$ cat config.mk
export PLATFORM = sky130hd
export DESIGN_NAME = slip_pid_traction_control_unit_flat
export DESIGN_NICKNAME = d
export VERILOG_FILES = /design/src/sv/sptc_pkg.sv /design/src/sv/sptc_in_if.sv /design/src/sv/sptc_out_if.sv /design/src/sv/sptc_div.sv /design/src/sv/sptc_mac.sv /design/src/sv/slip_pid_traction_control_unit.sv /design/src/flat_wrapper.sv
export SDC_FILE = /design/constraint.sdc
export NUM_CORES = 2
export LEC_CHECK = 0
export ABC_AREA = 1
export ABC_CLOCK_PERIOD_IN_PS = 9900
export BUFFER_PORTS_ARGS = -buffer_cell sky130_fd_sc_hd__clkbuf_2
export CAP_MARGIN = 10
export CORE_UTILIZATION = 56
export CTS_BUF_LIST = sky130_fd_sc_hd__clkbuf_4 sky130_fd_sc_hd__clkbuf_8 sky130_fd_sc_hd__clkbuf_16
export DETAILED_ROUTE_END_ITERATION = 10
export HOLD_SLACK_MARGIN = 0.05
export PLACE_DENSITY = 0.7
export SETUP_SLACK_MARGIN = 0.02
export SLEW_MARGIN = 20
export SYNTH_ARGS = -nofsm -noshare
export SYNTH_HDL_FRONTEND = slang
export SYNTH_SLANG_ARGS = --single-unit
$ cat constraint.sdc
create_clock -name clk -period 9.9 [get_ports clk]
set_input_delay 1.485 -clock clk [delete_from_list [all_inputs] [get_ports clk]]
set_output_delay 1.485 -clock clk [all_outputs]
set_load 0.01 [all_outputs]
$ cat src/sv/sptc_pkg.sv
// ----------------------------------------------------------------------------
// sptc_pkg
// Shared widths, constants, register indexes, sequencer states and the
// multiply-accumulate operation type of the slip PID traction controller.
// ----------------------------------------------------------------------------
`default_nettype none

package sptc_pkg;

  localparam int SPEED_W      = 16;
  localparam int TARGET_W     = 14;
  localparam int GAIN_W       = 16;
  localparam int SLIP_W       = 17;
  localparam int ERR_W        = 17;
  localparam int DERR_W       = 18;
  localparam int PID_W        = 32;
  localparam int INTEG_W      = 32;
  localparam int TORQUE_W     = 24;
  localparam int QUOT_W       = 15;
  localparam int MUL_A_W      = 17;
  localparam int MUL_B_W      = 33;
  localparam int PROD_W       = MUL_A_W + MUL_B_W;
  localparam int ACC_W        = 44;
  localparam int GAIN_SHIFT   = 6;
  localparam int TORQUE_SHIFT = 16;

  localparam int CFG_IDX_W  = 3;
  localparam int CFG_DATA_W = 16;

  localparam logic [CFG_IDX_W-1:0] CFG_TARGET_SLIP = 3'd0;
  localparam logic [CFG_IDX_W-1:0] CFG_PROP_GAIN   = 3'd1;
  localparam logic [CFG_IDX_W-1:0] CFG_INTEG_GAIN  = 3'd2;
  localparam logic [CFG_IDX_W-1:0] CFG_DERIV_GAIN  = 3'd3;
  localparam logic [CFG_IDX_W-1:0] CFG_TORQUE_CAP  = 3'd4;

  localparam logic [TARGET_W-1:0] TARGET_SLIP_RST = 14'd1638;
  localparam logic [GAIN_W-1:0]   PROP_GAIN_RST   = 16'd123;
  localparam logic [GAIN_W-1:0]   INTEG_GAIN_RST  = 16'd61;
  localparam logic [GAIN_W-1:0]   DERIV_GAIN_RST  = 16'd4467;
  localparam logic [GAIN_W-1:0]   TORQUE_CAP_RST  = 16'd2300;

  localparam logic signed [SLIP_W-1:0] SLIP_ZERO_WHEEL = 17'sd2;
  localparam logic signed [SLIP_W-1:0] SLIP_MIN        = -17'sd32768;

  typedef enum logic [3:0] {
    ST_IDLE,
    ST_SETUP,
    ST_DIV,
    ST_ERR,
    ST_MUL_P,
    ST_MUL_I,
    ST_MUL_D,
    ST_SUM,
    ST_PID,
    ST_MUL_T,
    ST_TQ_WAIT,
    ST_OUT
  } sptc_state_t;

  typedef struct packed {
    logic en;
    logic clear;
    logic wide;
  } mac_op_t;

endpackage

`default_nettype wire

$ cat src/sv/sptc_in_if.sv
// ----------------------------------------------------------------------------
// sptc_in_if
// Speed sample channel: valid, ready, wheel and vehicle speed.
// ----------------------------------------------------------------------------
`default_nettype none

interface sptc_in_if;
  import sptc_pkg::*;

  logic               valid;
  logic               ready;
  logic [SPEED_W-1:0] wheel_speed;
  logic [SPEED_W-1:0] vehicle_speed;

  modport source (output valid, output wheel_speed, output vehicle_speed, input ready);
  modport sink (input valid, input wheel_speed, input vehicle_speed, output ready);
endinterface

`default_nettype wire

$ cat src/sv/sptc_out_if.sv
// ----------------------------------------------------------------------------
// sptc_out_if
// Control result channel: valid, ready, torque, pid value and slip error.
// ----------------------------------------------------------------------------
`default_nettype none

interface sptc_out_if;
  import sptc_pkg::*;

  logic                       valid;
  logic                       ready;
  logic signed [TORQUE_W-1:0] drive_torque;
  logic signed [PID_W-1:0]    pid_value;
  logic signed [ERR_W-1:0]    slip_error;

  modport source (output valid, output drive_torque, output pid_value, output slip_error,
                  input ready);
  modport sink (input valid, input drive_torque, input pid_value, input slip_error,
                output ready);
endinterface

`default_nettype wire

$ cat src/sv/sptc_div.sv
// ----------------------------------------------------------------------------
// sptc_div
// Restoring divider, one quotient bit per cycle, for the slip ratio
// |wheel - vehicle| * 2^14 / wheel with a dividend below twice the divisor.
// ----------------------------------------------------------------------------
`default_nettype none

module sptc_div (
  input  logic                           clk,
  input  logic                           rst_n,
  input  logic                           start,
  input  logic [sptc_pkg::SPEED_W:0]     dividend,
  input  logic [sptc_pkg::SPEED_W-1:0]   divisor,
  output logic                           done,
  output logic [sptc_pkg::QUOT_W-1:0]    quot
);
  import sptc_pkg::*;

  localparam int CNT_W = $clog2(QUOT_W);
  localparam logic [CNT_W-1:0] CNT_LAST = CNT_W'(QUOT_W - 1);

  logic                 busy_r;
  logic [CNT_W-1:0]     cnt_r;
  logic [SPEED_W:0]     rem_r;
  logic [QUOT_W-1:0]    q_r;
  logic [SPEED_W-1:0]   dvs_r;
  logic [SPEED_W+1:0]   trial;
  logic                 ge;

  always_comb begin
    trial = (cnt_r == '0) ? {1'b0, rem_r} : {rem_r, 1'b0};
    ge    = trial >= {2'b00, dvs_r};
    done  = busy_r && (cnt_r == CNT_LAST);
    quot  = {q_r[QUOT_W-2:0], ge};
  end

  always_ff @(posedge clk) begin
    if (!rst_n) begin
      busy_r <= 1'b0;
      cnt_r  <= '0;
    end else if (start) begin
      busy_r <= 1'b1;
      cnt_r  <= '0;
    end else if (busy_r) begin
      cnt_r <= cnt_r + CNT_W'(1);
      if (cnt_r == CNT_LAST) begin
        busy_r <= 1'b0;
      end
    end
  end

  always_ff @(posedge clk) begin
    if (start) begin
      rem_r <= dividend;
      dvs_r <= divisor;
      q_r   <= '0;
    end else if (busy_r) begin
      rem_r <= ge ? (SPEED_W+1)'(trial - {2'b00, dvs_r}) : (SPEED_W+1)'(trial);
      q_r   <= quot;
    end
  end

endmodule

`default_nettype wire

$ cat src/sv/sptc_mac.sv
// ----------------------------------------------------------------------------
// sptc_mac
// Shared multiply-accumulate unit: registered signed product, then an
// accumulate of the product shifted down by the gain or torque scale.
// ----------------------------------------------------------------------------
`default_nettype none

module sptc_mac (
  input  logic                                clk,
  input  logic                                rst_n,
  input  sptc_pkg::mac_op_t                   op,
  input  logic signed [sptc_pkg::MUL_A_W-1:0] a,
  input  logic signed [sptc_pkg::MUL_B_W-1:0] b,
  output logic signed [sptc_pkg::ACC_W-1:0]   acc
);
  import sptc_pkg::*;

  logic signed [PROD_W-1:0] prod_r;
  mac_op_t                  pend_r;
  logic signed [ACC_W-1:0]  acc_r;
  logic signed [ACC_W-1:0]  scaled;
  logic signed [ACC_W-1:0]  base;

  always_comb begin
    scaled = pend_r.wide ? ACC_W'(prod_r >>> TORQUE_SHIFT) : ACC_W'(prod_r >>> GAIN_SHIFT);
    base   = pend_r.clear ? '0 : acc_r;
    acc    = acc_r;
  end

  always_ff @(posedge clk) begin
    if (!rst_n) begin
      pend_r <= '0;
    end else begin
      pend_r <= op;
    end
  end

  always_ff @(posedge clk) begin
    if (op.en) begin
      prod_r <= a * b;
    end
    if (pend_r.en) begin
      acc_r <= base + scaled;
    end
  end

endmodule

`default_nettype wire

$ cat src/sv/slip_pid_traction_control_unit.sv
// ----------------------------------------------------------------------------
// slip_pid_traction_control_unit
// Slip-ratio PID traction controller: serial slip division, error and
// saturating integral, then P, I, D and torque on one shared multiplier.
//
//   channel  dir  payload                                   handshake
//   in_ch    in   wheel_speed, vehicle_speed                valid/ready
//   out_ch   out  drive_torque, pid_value, slip_error       valid/ready
//   cfg_*    in   cfg_index, cfg_data                       cfg_we, no wait
//
// A transaction takes the 15 restoring divider steps and four passes through
// the one multiplier; the divider is skipped when the wheel speed is zero or
// the slip saturates.
// rst_n is synchronous; it restores register defaults and clears the
// integral and the previous error.
// a waiting result does not block the next input; a new result waits in
// the final state until the output register is free.
// ----------------------------------------------------------------------------
`default_nettype none

module slip_pid_traction_control_unit #(
  parameter int SPEED_BITS = 16
) (
  input  logic                               clk,
  input  logic                               rst_n,
  sptc_in_if.sink                            in_ch,
  sptc_out_if.source                         out_ch,
  input  logic                               cfg_we,
  input  logic [sptc_pkg::CFG_IDX_W-1:0]     cfg_index,
  input  logic [sptc_pkg::CFG_DATA_W-1:0]    cfg_data
);
  import sptc_pkg::*;

  localparam int USE_BITS = (SPEED_BITS < SPEED_W) ? SPEED_BITS : SPEED_W;
  localparam logic [SPEED_W-1:0] SPEED_MASK = SPEED_W'((64'd1 << USE_BITS) - 64'd1);

  sptc_state_t state_r, state_nxt;

  logic [TARGET_W-1:0] target_r;
  logic [GAIN_W-1:0]   kp_r, ki_r, kd_r, cap_r;

  logic [SPEED_W-1:0]         wheel_r, vehicle_r;
  logic                       neg_r;
  logic signed [SLIP_W-1:0]   slip_r;
  logic signed [ERR_W-1:0]    err_r, last_r;
  logic signed [INTEG_W-1:0]  integ_r;
  logic signed [PID_W-1:0]    pid_r;

  logic                       out_valid_r;
  logic signed [TORQUE_W-1:0] torque_r;
  logic signed [PID_W-1:0]    pid_out_r;
  logic signed [ERR_W-1:0]    err_out_r;

  logic signed [SPEED_W:0]    diff;
  logic [SPEED_W:0]           abs_diff;
  logic                       slip_sat;
  logic                       div_start, div_done;
  logic [QUOT_W-1:0]          quot;
  logic signed [SLIP_W-1:0]   quot_s;
  logic signed [ERR_W-1:0]    err_new;
  logic signed [INTEG_W:0]    integ_sum;
  logic signed [INTEG_W-1:0]  integ_new;
  logic signed [DERR_W-1:0]   derr;
  logic signed [ACC_W-1:0]    acc;
  logic signed [PID_W-1:0]    pid_sat;
  logic signed [TORQUE_W-1:0] torque_new;
  logic                       out_free;
  logic                       in_ready;
  mac_op_t                    mac_op;
  logic signed [MUL_A_W-1:0]  mul_a;
  logic signed [MUL_B_W-1:0]  mul_b;

  // slip sign, magnitude and saturation
  always_comb begin
    diff     = $signed({1'b0, wheel_r}) - $signed({1'b0, vehicle_r});
    abs_diff = diff[SPEED_W] ? (SPEED_W+1)'(-diff) : (SPEED_W+1)'(diff);
    slip_sat = diff[SPEED_W] && ({1'b0, abs_diff} >= {1'b0, wheel_r, 1'b0});
    quot_s   = $signed({{(SLIP_W-QUOT_W){1'b0}}, quot});
  end

  // error, integral and derivative difference
  always_comb begin
    err_new   = $signed({{(ERR_W-TARGET_W){1'b0}}, target_r}) - slip_r;
    integ_sum = (INTEG_W+1)'(integ_r) + (INTEG_W+1)'(err_r);
    if (integ_sum[INTEG_W] == integ_sum[INTEG_W-1]) begin
      integ_new = integ_sum[INTEG_W-1:0];
    end else begin
      integ_new = integ_sum[INTEG_W] ? {1'b1, {(INTEG_W-1){1'b0}}}
                                     : {1'b0, {(INTEG_W-1){1'b1}}};
    end
    derr = DERR_W'(err_r) - DERR_W'(last_r);
  end

  // pid saturation and torque clamp
  always_comb begin
    if (acc[ACC_W-1:PID_W-1] == '0 || acc[ACC_W-1:PID_W-1] == '1) begin
      pid_sat = acc[PID_W-1:0];
    end else begin
      pid_sat = acc[ACC_W-1] ? {1'b1, {(PID_W-1){1'b0}}} : {1'b0, {(PID_W-1){1'b1}}};
    end
    if (acc > $signed({{(ACC_W-GAIN_W){1'b0}}, cap_r})) begin
      torque_new = TORQUE_W'(cap_r);
    end else if (acc < $signed({{(ACC_W-TORQUE_W+1){1'b1}}, {(TORQUE_W-1){1'b0}}})) begin
      torque_new = {1'b1, {(TORQUE_W-1){1'b0}}};
    end else begin
      torque_new = acc[TORQUE_W-1:0];
    end
  end

  assign out_free = !out_valid_r || out_ch.ready;

  // next state
  always_comb begin
    state_nxt = state_r;
    case (state_r)
      ST_IDLE: begin
        if (in_ch.valid) begin
          state_nxt = ST_SETUP;
        end
      end
      ST_SETUP: begin
        if (wheel_r == '0 || slip_sat) begin
          state_nxt = ST_ERR;
        end else begin
          state_nxt = ST_DIV;
        end
      end
      ST_DIV: begin
        if (div_done) begin
          state_nxt = ST_ERR;
        end
      end
      ST_ERR:     state_nxt = ST_MUL_P;
      ST_MUL_P:   state_nxt = ST_MUL_I;
      ST_MUL_I:   state_nxt = ST_MUL_D;
      ST_MUL_D:   state_nxt = ST_SUM;
      ST_SUM:     state_nxt = ST_PID;
      ST_PID:     state_nxt = ST_MUL_T;
      ST_MUL_T:   state_nxt = ST_TQ_WAIT;
      ST_TQ_WAIT: state_nxt = ST_OUT;
      ST_OUT: begin
        if (out_free) begin
          state_nxt = ST_IDLE;
        end
      end
      default:    state_nxt = ST_IDLE;
    endcase
  end

  // sequencer outputs
  always_comb begin
    in_ready  = 1'b0;
    div_start = 1'b0;
    mac_op    = '0;
    mul_a     = '0;
    mul_b     = '0;
    case (state_r)
      ST_IDLE: begin
        in_ready = 1'b1;
      end
      ST_SETUP: begin
        div_start = (wheel_r != '0) && !slip_sat;
      end
      ST_MUL_P: begin
        mac_op = '{en: 1'b1, clear: 1'b1, wide: 1'b0};
        mul_a  = $signed({1'b0, kp_r});
        mul_b  = MUL_B_W'(err_r);
      end
      ST_MUL_I: begin
        mac_op = '{en: 1'b1, clear: 1'b0, wide: 1'b0};
        mul_a  = $signed({1'b0, ki_r});
        mul_b  = MUL_B_W'(integ_r);
      end
      ST_MUL_D: begin
        mac_op = '{en: 1'b1, clear: 1'b0, wide: 1'b0};
        mul_a  = $signed({1'b0, kd_r});
        mul_b  = MUL_B_W'(derr);
      end
      ST_MUL_T: begin
        mac_op = '{en: 1'b1, clear: 1'b1, wide: 1'b1};
        mul_a  = $signed({1'b0, cap_r});
        mul_b  = MUL_B_W'(pid_r);
      end
      default: begin
        in_ready = 1'b0;
      end
    endcase
  end

  assign in_ch.ready         = in_ready;
  assign out_ch.valid        = out_valid_r;
  assign out_ch.drive_torque = torque_r;
  assign out_ch.pid_value    = pid_out_r;
  assign out_ch.slip_error   = err_out_r;

  sptc_div u_div (
    .clk      (clk),
    .rst_n    (rst_n),
    .start    (div_start),
    .dividend (abs_diff),
    .divisor  (wheel_r),
    .done     (div_done),
    .quot     (quot)
  );

  sptc_mac u_mac (
    .clk   (clk),
    .rst_n (rst_n),
    .op    (mac_op),
    .a     (mul_a),
    .b     (mul_b),
    .acc   (acc)
  );

  // control state, registers and controller state
  always_ff @(posedge clk) begin
    if (!rst_n) begin
      state_r     <= ST_IDLE;
      out_valid_r <= 1'b0;
      target_r    <= TARGET_SLIP_RST;
      kp_r        <= PROP_GAIN_RST;
      ki_r        <= INTEG_GAIN_RST;
      kd_r        <= DERIV_GAIN_RST;
      cap_r       <= TORQUE_CAP_RST;
      integ_r     <= '0;
      last_r      <= '0;
    end else begin
      state_r <= state_nxt;
      if (state_r == ST_OUT && out_free) begin
        out_valid_r <= 1'b1;
      end else if (out_ch.ready) begin
        out_valid_r <= 1'b0;
      end
      if (cfg_we) begin
        case (cfg_index)
          CFG_TARGET_SLIP: target_r <= cfg_data[TARGET_W-1:0];
          CFG_PROP_GAIN:   kp_r     <= cfg_data[GAIN_W-1:0];
          CFG_INTEG_GAIN:  ki_r     <= cfg_data[GAIN_W-1:0];
          CFG_DERIV_GAIN:  kd_r     <= cfg_data[GAIN_W-1:0];
          CFG_TORQUE_CAP:  cap_r    <= cfg_data[GAIN_W-1:0];
          default:         ;
        endcase
      end
      if (state_r == ST_MUL_P) begin
        integ_r <= integ_new;
      end
      if (state_r == ST_MUL_D) begin
        last_r <= err_r;
      end
    end
  end

  // datapath registers
  always_ff @(posedge clk) begin
    if (state_r == ST_IDLE && in_ch.valid) begin
      wheel_r   <= in_ch.wheel_speed & SPEED_MASK;
      vehicle_r <= in_ch.vehicle_speed & SPEED_MASK;
    end
    if (state_r == ST_SETUP) begin
      neg_r <= diff[SPEED_W];
      if (wheel_r == '0) begin
        slip_r <= SLIP_ZERO_WHEEL;
      end else if (slip_sat) begin
        slip_r <= SLIP_MIN;
      end
    end
    if (state_r == ST_DIV && div_done) begin
      slip_r <= neg_r ? -quot_s : quot_s;
    end
    if (state_r == ST_ERR) begin
      err_r <= err_new;
    end
    if (state_r == ST_PID) begin
      pid_r <= pid_sat;
    end
    if (state_r == ST_OUT && out_free) begin
      torque_r  <= torque_new;
      pid_out_r <= pid_r;
      err_out_r <= err_r;
    end
  end

  a_accept_starts: assert property (@(posedge clk) disable iff (!rst_n)
    in_ch.valid && in_ch.ready |=> state_r == ST_SETUP)
    else $error("accepted transaction did not start the sequence");

  a_div_in_div: assert property (@(posedge clk) disable iff (!rst_n)
    div_done |-> state_r == ST_DIV)
    else $error("divider finished outside the divide state");

  a_result_from_out: assert property (@(posedge clk) disable iff (!rst_n)
    $rose(out_valid_r) |-> $past(state_r) == ST_OUT)
    else $error("result appeared without the final state");

  a_torque_capped: assert property (@(posedge clk) disable iff (!rst_n)
    out_valid_r |-> torque_r <= $signed({{(TORQUE_W-GAIN_W){1'b0}}, cap_r}))
    else $error("torque above cap");

endmodule

`default_nettype wire
$ cat src/flat_wrapper.sv
// flat-port wrapper written by rule: the top's interface ports become plain ports
module slip_pid_traction_control_unit_flat import sptc_pkg::*;
#(
  parameter int SPEED_BITS = 16
)
  (clk, rst_n, cfg_we, cfg_index, cfg_data, in_ch_valid, in_ch_wheel_speed, in_ch_vehicle_speed, in_ch_ready, out_ch_valid, out_ch_drive_torque, out_ch_pid_value, out_ch_slip_error, out_ch_ready);
  sptc_in_if in_ch_i ();
  sptc_out_if out_ch_i ();
  input  logic clk;
  input  logic rst_n;
  input  logic cfg_we;
  input  logic [sptc_pkg::CFG_IDX_W-1:0] cfg_index;
  input  logic [sptc_pkg::CFG_DATA_W-1:0] cfg_data;
  input wire logic [$bits(in_ch_i.valid)-1:0] in_ch_valid;
  input wire logic [$bits(in_ch_i.wheel_speed)-1:0] in_ch_wheel_speed;
  input wire logic [$bits(in_ch_i.vehicle_speed)-1:0] in_ch_vehicle_speed;
  output wire logic [$bits(in_ch_i.ready)-1:0] in_ch_ready;
  output wire logic [$bits(out_ch_i.valid)-1:0] out_ch_valid;
  output wire logic [$bits(out_ch_i.drive_torque)-1:0] out_ch_drive_torque;
  output wire logic [$bits(out_ch_i.pid_value)-1:0] out_ch_pid_value;
  output wire logic [$bits(out_ch_i.slip_error)-1:0] out_ch_slip_error;
  input wire logic [$bits(out_ch_i.ready)-1:0] out_ch_ready;
  assign in_ch_i.valid = in_ch_valid;
  assign in_ch_i.wheel_speed = in_ch_wheel_speed;
  assign in_ch_i.vehicle_speed = in_ch_vehicle_speed;
  assign in_ch_ready = in_ch_i.ready;
  assign out_ch_valid = out_ch_i.valid;
  assign out_ch_drive_torque = out_ch_i.drive_torque;
  assign out_ch_pid_value = out_ch_i.pid_value;
  assign out_ch_slip_error = out_ch_i.slip_error;
  assign out_ch_i.ready = out_ch_ready;
  slip_pid_traction_control_unit #(.SPEED_BITS(SPEED_BITS)) u_core (.clk(clk), .rst_n(rst_n), .in_ch(in_ch_i), .out_ch(out_ch_i), .cfg_we(cfg_we), .cfg_index(cfg_index), .cfg_data(cfg_data));
endmodule
# Word level (Yosys, flattened, before mapping)
# Index checks and enable logic that the tools add are counted.
# totals
ff_bits,453
latch_bits,0
ram_bits,0
mem_bits_ro,0
input_bits,56
out_inout_bits,75
elab_cells,130
n_memories,0
# classes
add_sub_neg,9
n_mul,1
div,0
n_lt_le_gt_ge,4
eq_ne,21
shifts,0
mux,33
bitwise,1
reduce_logical,31
# ops
op,n
$mux W17,9
$pmux W33 S4,1
$mux W32,4
$pmux W16 S4,1
$mul A17 B33 Y50,1
$pmux W4 S12,1
$add A44 B44 Y44,1
$gt A44 B17 Y1,1
$lt A44 B24 Y1 const B,1
$mux W44,1
$mux W43,1
$add A32 B17 Y33,1
$mux W24,1
$eq A4 B4 Y1 const B,5
$ge A18 B16 Y1,1
$mux W18,1
$sub A17 B17 Y18,1
$ge A17 B17 Y1,1
$neg A15 Y17,1
$neg A17 Y17,1
$sub A15 B17 Y17,1
$sub A16 B16 Y17,1
$sub A17 B16 Y17,1
$eq A4 B3 Y1 const B,4
other kinds (28),58

# Logic depth before layout (Yosys ltp)
# depth
depth_word,9
ltp_mapped,39
ltp_nobuf,38

# By module
# Synthesis repeated with hierarchy kept, for this count alone.
# hier_totals
hier_cells,6501
hier_area_um2,48904.4
# modules_own_cells
mod,instances,cells_each,area_each_um2,seq_area_each_um2
sptc_mac,1,3652,27263.6,2702.6
slip_pid_traction_control_unit,1,2327,18049.8,7807.5
sptc_div,1,522,3590.9,1371.3

# Worst setup path after synthesis
# Ideal clock, no wire load.
# synth_timing
path_type,input -> register
startpoint,input port out_ch_ready
endpoint,register u_core.torque_r[0] (netlist: u_core.out_ch.drive_torque[0]) (enable)
setup_time_ns,0.596
arrival_time_ns,6.558
required_time_ns,9.304
setup_slack_ns,2.746
path_stages,2
n_path_buf,0
cell_sequence,nor2_1 nor3_1
# synth_between
elab_chain_len,2
# synth_rtl
item,line_no,text
from (decl),flat_wrapper.sv:22,input wire logic [$bits(out_ch_i.ready)-1:0] out_ch_ready;
$logic_or A1 B1 Y1,slip_pid_traction_control_unit.sv:110,assign out_free = !out_valid_r || out_ch.ready;
$logic_and A1 B1 Y1,slip_pid_traction_control_unit.sv:276,if (state_r == ST_OUT && out_free) begin
to (signal assigned),slip_pid_traction_control_unit.sv:277,torque_r <= torque_new;
to (decl),slip_pid_traction_control_unit.sv:50,logic signed [TORQUE_W-1:0] torque_r;
# No other way between the ends.
# A chain may end at the register's enable or synchronous reset.

# Worst setup path in the final report
# layout_timing
startpoint,register u_core.err_r[6]
endpoint,register u_core.u_mac.prod_r[29] (data pin)
# layout_between
elab_chain_len,3
# layout_rtl
item,line_no,text
from (decl),slip_pid_traction_control_unit.sv:45,"logic signed [ERR_W-1:0] err_r, last_r;"
from (signal assigned),slip_pid_traction_control_unit.sv:271,err_r <= err_new;
$sub A17 B17 Y18,slip_pid_traction_control_unit.sv:91,derr = DERR_W'(err_r) - DERR_W'(last_r);
$pmux W33 S4 *,slip_pid_traction_control_unit.sv:157,case (state_r)
$mul A17 B33 Y50 *,sptc_mac.sv:40,prod_r <= a * b;
to (signal assigned),sptc_mac.sv:40,
to (decl),sptc_mac.sv:18,logic signed [PROD_W-1:0] prod_r;
# Mark *: on every way between the ends. The rest lies on a longest branch, timed or not.

==> out/metrics.yaml <==
worstSkewPairLatency_ns: 0.65
r2r_setup_slack_ns: 0.95
antenna_found_initial: 3
hold_violations: 0
drc: 10
rsz0062_at_grt: "no"
clock-root-buffer: "clkbuf_16"
layout.cells.non_filler: 6903
antenna_left: 0
hold_start: "u_core.kd_r[13]$_SDFFE_PN0P_"
fin_crit_ns: 8.95
drive_gt1_frac: 0.0613
synth-main-ff-cell: "edfxtp_1"
finalCritPeriodShare: 0.904
dp.cells: 6803
peakVddDrop_mv: 0.173
crit_path_max_incr_delay_ns: 0.78
status: "complete, but fails checks"
synth_top_area_cell: "fa_1"
post-route-util: 0.607
worstPathMaxFanout: 15
n_fill_cell: 7457
clk_path_buf_depth: 3
cts-htree-levels: 2
vias: 39040
max_freq_ghz: 0.112
worstPathArrival_ns: 9.33
die_h_um: 288
post-cts-setup-buffers: 0
synth_fp_nets: 6576
syn-mean-instance-area_um2: 7.98
slowest_stage: "o21ai_2"
relSlewSlack: 0.199
wl_per_cell_um: 20.5
initial_core_util: 0.567
tritoncts: "done"
syn2layout_area_growth_pct: 7.03
io_buffer_count: 130
synthArstFlopShare: 0
powerDensity_nw_per_um2: 155
die_w_um: 288
final_area_um2: 49000
grt-ovfl-total: 0
dieArea_um2: 82800
hpwlAfterDp_um: 113000
yosys.cell_types.count: 63
ys_top_cells_by_area: "fa_1 22%, edfxtp_1 19%, nand2_1 9.8%"
grt_pass1_vias: 38247
netlist_top_cells_count: "1,194 x nand2_1, 1,104 x inv_1, 616 x nor2_1"
violations: "DRC"
num_rows: 104
timing.rr.start: "u_core.err_r[6]$_DFFE_PN_"
cts_resized: 0
grt_max_degree: 75
cp-end-kind: "flip-flop"
core_area_um2: 80700
path_clk_slew_ns: 0.07
grt_pass1_wl_um: 219000
reg2regPathDepth: 28
yosys_warnings: 0
ys_seq_elements: 447
cts_hold_buf: 0
start_kind: "flip-flop"
leakage_nw: 23.1
synth_area_um2: 45800
syn_inst: 5732
cts_buffers: 52
synth_top_area_share: 0.217
grtUsageTotal: 0.347
drt-initial-drc-count: 3640
viasPerCell: 5.66
hold_class: "reg -> reg"
min_to: "u_core.kd_r[13]$_SDFFE_PN0P_"
placed_area_um2: 47200
finClkSkew_ns: 0.0371
nets: 6642
ios: 131
reg2reg_to: "u_core.u_mac.prod_r[29]$_DFFE_PP_"
dr.pass1.iters: 11
drt-total-wl_um: 142000
gp_congestion: 0.994
slew_viol_final: 0
synth_most_common_cell: "nand2_1"
worst_slew_pin_slew_ns: 1.20
hold_depth: 2
crit_type: "reg -> reg"
cts_sinks: 447
ys_seq_area_frac: 0.260
synth_edf_count: 293
final-setup-viol-count: 0
critPathRequiredTime_ns: 10.27
setup_tns_ns: 0
cap_violations: 0
cell usage in the layout (no fill, tap or decap), types with 14 or more instances in the layout:
| master | instances |
|---|---|
| fa_1 | 497 |
| nand4_1 | 48 |
| nand2_2 | 21 |
| xnor2_1 | 51 |
| nor3_1 | 44 |
| edfxtp_1 | 293 |
| ha_1 | 291 |
| a31oi_1 | 21 |
| xor2_1 | 96 |
| buf_4 | 46 |
| o21bai_1 | 26 |
| dfxtp_1 | 152 |
| nand3_1 | 171 |
| nand3b_1 | 14 |
| o211ai_1 | 36 |
| nand2_1 | 1193 |
| clkbuf_16 | 55 |
| nor4_1 | 20 |
| a221oi_1 | 19 |
| a21oi_1 | 355 |
| o21ai_0 | 331 |
| nor2_1 | 612 |
| inv_1 | 1104 |
| clkbuf_2 | 129 |
flip-flops by register name, indices dropped and copies added, names as in the netlist, 17 cells and up:
register	flops
u_core.u_mac.acc	44
u_core.u_mac.prod_r	44
u_core.integ_r	32
u_core.out_ch.pid_value	32
u_core.pid_r	32
u_core.out_ch.drive_torque	24
u_core.err_r	17
u_core.last_r	17
u_core.out_ch.slip_error	17
u_core.slip_r	17
u_core.u_div.rem_r	17
through the flow:
step                      worst slack, ns  total power [W]  hold slack (ns)
final                               0.947          0.00761            0.455
after global routing                0.633          0.00810            0.474
after floorplan                      2.75          0.00483            0.427
after CTS                            1.10          0.00759            0.458
after detailed placement             1.13          0.00565            0.443
after global placement               1.22          0.00561            0.438
how the worst max path moves through the flow:
| stage | startpoint | to |
|---|---|---|
| finish | u_core.err_r[6]$_DFFE_PN_ | u_core.u_mac.prod_r[29]$_DFFE_PP_ |
| global route | u_core.err_r[2]$_DFFE_PN_ | u_core.u_mac.prod_r[37]$_DFFE_PP_ |
| CTS | u_core.err_r[6]$_DFFE_PN_ | u_core.u_mac.prod_r[29]$_DFFE_PP_ |
| detailed placement | u_core.err_r[16]$_DFFE_PN_ | u_core.u_mac.prod_r[29]$_DFFE_PP_ |
| global placement | u_core.err_r[16]$_DFFE_PN_ | u_core.u_mac.prod_r[29]$_DFFE_PP_ |
| floorplan | out_ch_ready | u_core.out_ch.drive_torque[0]$_DFFE_PP_ |
logic make-up (layout without fill, tap and decap cells):
| group | after synthesis | after routing | synth area share |
|---|---|---|---|
| compound gates | 889 | 889 | 0.109 |
| xor+xnor | 148 | 148 | 0.0285 |
| fa+ha+maj | 788 | 788 | 0.297 |
| buf+inv | 1285 | 1395 | 0.111 |
| flops | 447 | 447 | 0.260 |
| mux | 3 | 3 | 0.000738 |
| other cells | 0 | 1 | 0 |
| simple gates | 2172 | 2172 | 0.194 |
area by class of cell:
cell class | instances | area, µm² | area share
well taps | 1060 | 1330 | 0.0271
clock buffers | 66 | 1480 | 0.0303
flip-flops and latches | 447 | 11900 | 0.243
diodes | 1 | 2.50 | 0.0000511
repair buffers | 176 | 1000 | 0.0205
clock inverters | 32 | 228 | 0.00465
multi-input cells | 4000 | 28800 | 0.589
inverters | 1121 | 4210 | 0.0859
layer usage:
metal,global-route usage,up-vias,share of wire
met4,0.113,0,0.037
met3,0.0651,280,0.099
met2,0.532,1752,0.44
li1,-,18191,-
met1,0.496,18817,0.43
met5,0,-,0
report_power, final:
group / switching [W] / internal [W] / leakage [nW]
registers: 0.000159 / 0.00231 / 3.91
clock network: 0.000851 / 0.00107 / 0.839
logic: 0.00217 / 0.00104 / 18.3
total: 0.00318 / 0.00443 / 23.1
critical path, delay by kind of cell (launching register included):
family	cells	cell delay, ns
flip-flops	1	0.48
buffers and inverters	6	0.59
XOR/XNOR	1	0.33
adder cells (fa/ha/maj)	8	3.76
AO/OA/AOI/OAI	7	2.51
AND/OR/NAND/NOR	6	0.99
No activity file was read; power rests on OpenSTA's default activity.
